**config.mk**
```make
export PLATFORM = sky130hd
export DESIGN_NAME = cbsw_divider
export DESIGN_NICKNAME = d
export VERILOG_FILES = /design/src/design/cbsw_divider.sv
export SDC_FILE = /design/constraint.sdc
export NUM_CORES = 1
export LEC_CHECK = 0
export BUFFER_PORTS_ARGS = -buffer_cell sky130_fd_sc_hd__buf_4
export CAP_MARGIN = 40
export CORE_MARGIN = 2
export CORE_UTILIZATION = 50
export DETAILED_ROUTE_END_ITERATION = 6
export GPL_ROUTABILITY_DRIVEN = 1
export GPL_TIMING_DRIVEN = 0
export PLACE_DENSITY = 0.71
export SLEW_MARGIN = 10
export SYNTH_ARGS = -nofsm -noshare
export SYNTH_HDL_FRONTEND = slang
export SYNTH_SLANG_ARGS = --single-unit
```
**constraint.sdc**
```tcl
create_clock -name clk -period 29.1 [get_ports clk]
set_input_delay 5.82 -clock clk [delete_from_list [all_inputs] [get_ports clk]]
set_output_delay 5.82 -clock clk [all_outputs]
set_load 0.03 [all_outputs]
```
**src/design/cbsw_divider.sv**
```systemverilog
// Shared restoring divider, one quotient bit per cycle.
// Uses no package items.
`timescale 1ns / 1ps
module cbsw_divider #(
  parameter int NUM_W = 72,
  parameter int DEN_W = 56
) (
  input  logic             clk,
  input  logic             rst,
  input  logic             start,
  input  logic [NUM_W-1:0] numer,
  input  logic [DEN_W-1:0] denom,
  output logic             done,
  output logic [NUM_W-1:0] quot
);
  localparam int CNT_W = $clog2(NUM_W + 1);

  logic [NUM_W-1:0] num;
  logic [DEN_W-1:0] den;
  logic [DEN_W:0]   rem;
  logic [CNT_W-1:0] cnt;
  logic             busy;
  logic [DEN_W:0]   trial;
  logic [DEN_W:0]   diff;

  // shift in the next numerator bit and test subtract
  always_comb begin
    trial = {rem[DEN_W-1:0], num[NUM_W-1]};
    diff  = trial - {1'b0, den};
  end

  always_ff @(posedge clk) begin
    if (rst) begin
      busy <= 1'b0;
      done <= 1'b0;
      cnt  <= '0;
    end else begin
      done <= 1'b0;
      if (start) begin
        busy <= 1'b1;
        num  <= numer;
        den  <= denom;
        rem  <= '0;
        quot <= '0;
        cnt  <= CNT_W'(NUM_W);
      end else if (busy) begin
        num <= {num[NUM_W-2:0], 1'b0};
        if (!diff[DEN_W]) begin
          rem  <= diff;
          quot <= {quot[NUM_W-2:0], 1'b1};
        end else begin
          rem  <= trial;
          quot <= {quot[NUM_W-2:0], 1'b0};
        end
        cnt <= cnt - 1'b1;
        if (cnt == CNT_W'(1)) begin
          busy <= 1'b0;
          done <= 1'b1;
        end
      end
    end
  end
endmodule

```
==> run_results.csv <==
group,metric,value,unit
status,status,"complete, no violations",
global_route,grt_pass1_wl,48000,um
critical_path,crit_fanout,31,
clock_tree,cts_max_level,1,
layout,drive_gt1_share,27.01,%
synth,synth_edf_count,256,
critical_path,cp.required,29.37,ns
hold_path,min_path_cells,2,
pwr,total_leakage_power,7.018,nW
hold_path,min-delay-start,"cnt[1]",
clock_tree,root_buffer,"clkbuf_16",
critical_path,crit_slowest_cell,"buf_1",
global_route,grt_max_degree,32,
clock_tree,path_clk_slew,0.06,ns
critical_path,critPathKind,"primary input to flip-flop",
critical_path,crit_path_start_kind,"primary input",
critical_path,worstPathArrival,8.89,ns
place,place_hpwl,22410,um
synth,synthTopCellsByCount,"edfxtp_1, nor2_1, inv_1",
synth,yosys_warnings,0,
critical_path,path_common_cell,"buf_12",
sta,fin_tns_setup,0,ns
die,die_w,171.7,um
critical_path,critPathLaunch,"start",
pwr,power_density,62.59,nW/um2
clock_tree,clkLatencyLatePin,0.57,ns
synth,synthCells,1158,
die,die_h,171.7,um
synth,synth_area_leaders,"edfxtp_1, mux2_2, ha_1",
critical_path,r2r_slack,25.38,ns
pwr,ir_drop,0.05668,mV
sta,rsz0062_at_grt,"false",
detailed_routing,drt-pass1-iter-count,5,
sta,fmax,0.1159,GHz
clock_tree,clk_path_buf_depth,3,
synth,synth_top_area_share,54.70,%
sta,setup_slack,20.48,ns
die,row_count,61,
sta,finalCriticalPeriod,8.625,ns
detailed_routing,finalWirelength,30760,um
critical_path,critPathCaptureType,"flip-flop",
critical_path,r2r_cells,16,
die,ios,204,
global_route,antenna_found_initial,0,
clock_tree,cts_tree,"built",
critical_path,path_cells,"clkbuf_1 -> clkbuf_1 -> buf_1 -> nor2_1 -> nor2_4 -> buf_12 -> buf_12 -> buf_12",
global_route,grt_pass1_vias,9577,
synth,yosys_register_bits,265,
hold_path,hold_class,"flip-flop to flip-flop",
sta,finClkSkew,0.02306,ns
place,place_congestion,0.9076,
critical_path,r2r-start,"num[71]",
synth,synth.most_common_cell,"edfxtp_1",
layout,fin_nets,1589,
sta,relSlewSlack,46.67,%
layout,postLayoutCoreUtil,61.90,%
place,dpl_worst_slack,19.88,ns
synth,ys_types,70,
synth,avgSynthCellArea,12.14,um2
die,start_util,50.73,%
layout,diodes,0,
detailed_routing,drc_errors,0,
detailed_routing,drt_iter0_drc,604,
synth,synth_area,14050,um2
global_route,track_usage,20.59,%
critical_path,cp.depth,8,
die,die-area,29470,um2
place,placed_cells,1747,
die,core,27710,um2
detailed_routing,routed_via_density,5.307,
detailed_routing,ant_nets,0,
sta,maxSlewViolCount,0,
sta,setup_violations,0,
detailed_routing,vias,9531,
sta,finalCritPeriodShare,29.64,%
clock_tree,numCtsBuffers,28,
clock_tree,cts_setup_buffers,0,
clock_tree,clock_sinks,265,
clock_tree,hold_buffers,0,
clock_tree,cts_resized,0,
synth,async_flop_share,0,%
place,portBuffers,202,
flow_run,drv_cap,0,
critical_path,cp_slowest_stage_delay,0.68,ns
critical_path,cpLargestDelayFamily,"buffers and inverters",
global_route,grt_overflow,0,
sta,hold_viol,0,
layout,synthToLayoutAreaGrowth,22.02,%
synth,synth_nets,1348,
critical_path,cp.buffers_inverters,6,
synth,ys.flop_type,"edfxtp_1",
synth,synth_top_area_cell,"edfxtp_1",
layout,stdcell_count,1796,
sta,tightest_slew,0.7981,ns
detailed_routing,post_drt_wl_per_cell,17.13,um
synth,ys_seq_area_share,55.98,%
==> worst paths after layout <==
| kind | to |
|---|---|
| worst max-delay path | num[12] |
| worst min-delay path | cnt[1] |
| worst max register to register | rem[22] |
| worst min register to register | cnt[1] |
==> worst min-delay path: stages (launching register included) <==
cell      delay (ns)
dfxtp_1         0.33
nor2_1          0.09
a211oi_1        0.05
==> per-layer routing <==
layer  track usage, %  vias to the layer above  part of all wire (%)
met5                0                        -                     0
met1            26.14                     4527                    43
met3            6.443                       48                   8.1
met4            5.380                        0                   2.1
li1                 -                     4705                     -
met2            34.15                      251                    47
==> report_power, final <==
part	switching, mW	total [mW]	leakage (nW)	internal [mW]
Combinational	0.147	0.261	4.04	0.115
Sequential	0.0120	0.468	2.54	0.456
Clock	0.148	0.344	0.439	0.196
Total	0.307	1.07	7.02	0.766
==> flip-flops by register name, indices dropped and copies added (netlist names) <==
name / count
busy: 1
quot: 72
done: 1
num: 72
rem: 56
den: 56
cnt: 7
==> area by class of cell <==
type | instances | area, um2
Fill cell | 2272 | 10560
Sequential cell | 265 | 7868
Multi-Input combinational cell | 753 | 5588
Timing Repair Buffer | 211 | 1727
Clock buffer | 31 | 721.9
Tap cell | 378 | 473.0
Buffer | 60 | 314.1
Inverter | 80 | 300.3
Clock inverter | 18 | 157.7
==> placed cells by master (no fill, tap or decap), types with 20 or more instances in the layout <==
cell,instances
a21o_1,36
a21oi_1,75
buf_4,203
clkbuf_1,34
clkbuf_16,28
edfxtp_1,256
ha_1,58
inv_1,79
mux2_2,71
mux2i_1,44
nand2_1,46
nand4_1,21
nor2_1,84
nor2b_1,77
o21ai_0,20
xnor2_1,36
xor2_1,21
==> logic make-up after synthesis <==
| logic type | share of synthesized area [%] |
|---|---|
| AND/OR/NAND/NOR | 10.94 |
| flip-flops | 55.98 |
| AO/OA/AOI/OAI | 11.03 |
| buffers and inverters | 4.371 |
| multiplexers | 8.822 |
| adder cells (fa/ha/maj) | 5.306 |
| XOR/XNOR | 3.552 |
==> stage by stage <==
stage	area, um2	hold slack, ns	total power, mW
final	17150	0.5073	1.073
after global routing	17150	0.5294	1.124
after CTS	17150	0.5026	1.082
after detailed placement	16270	0.4925	0.7363
after global placement	16040	0.4815	0.7355
after floorplan	14050	0.4685	0.6679
No activity file was read; power rests on OpenSTA's default activity.
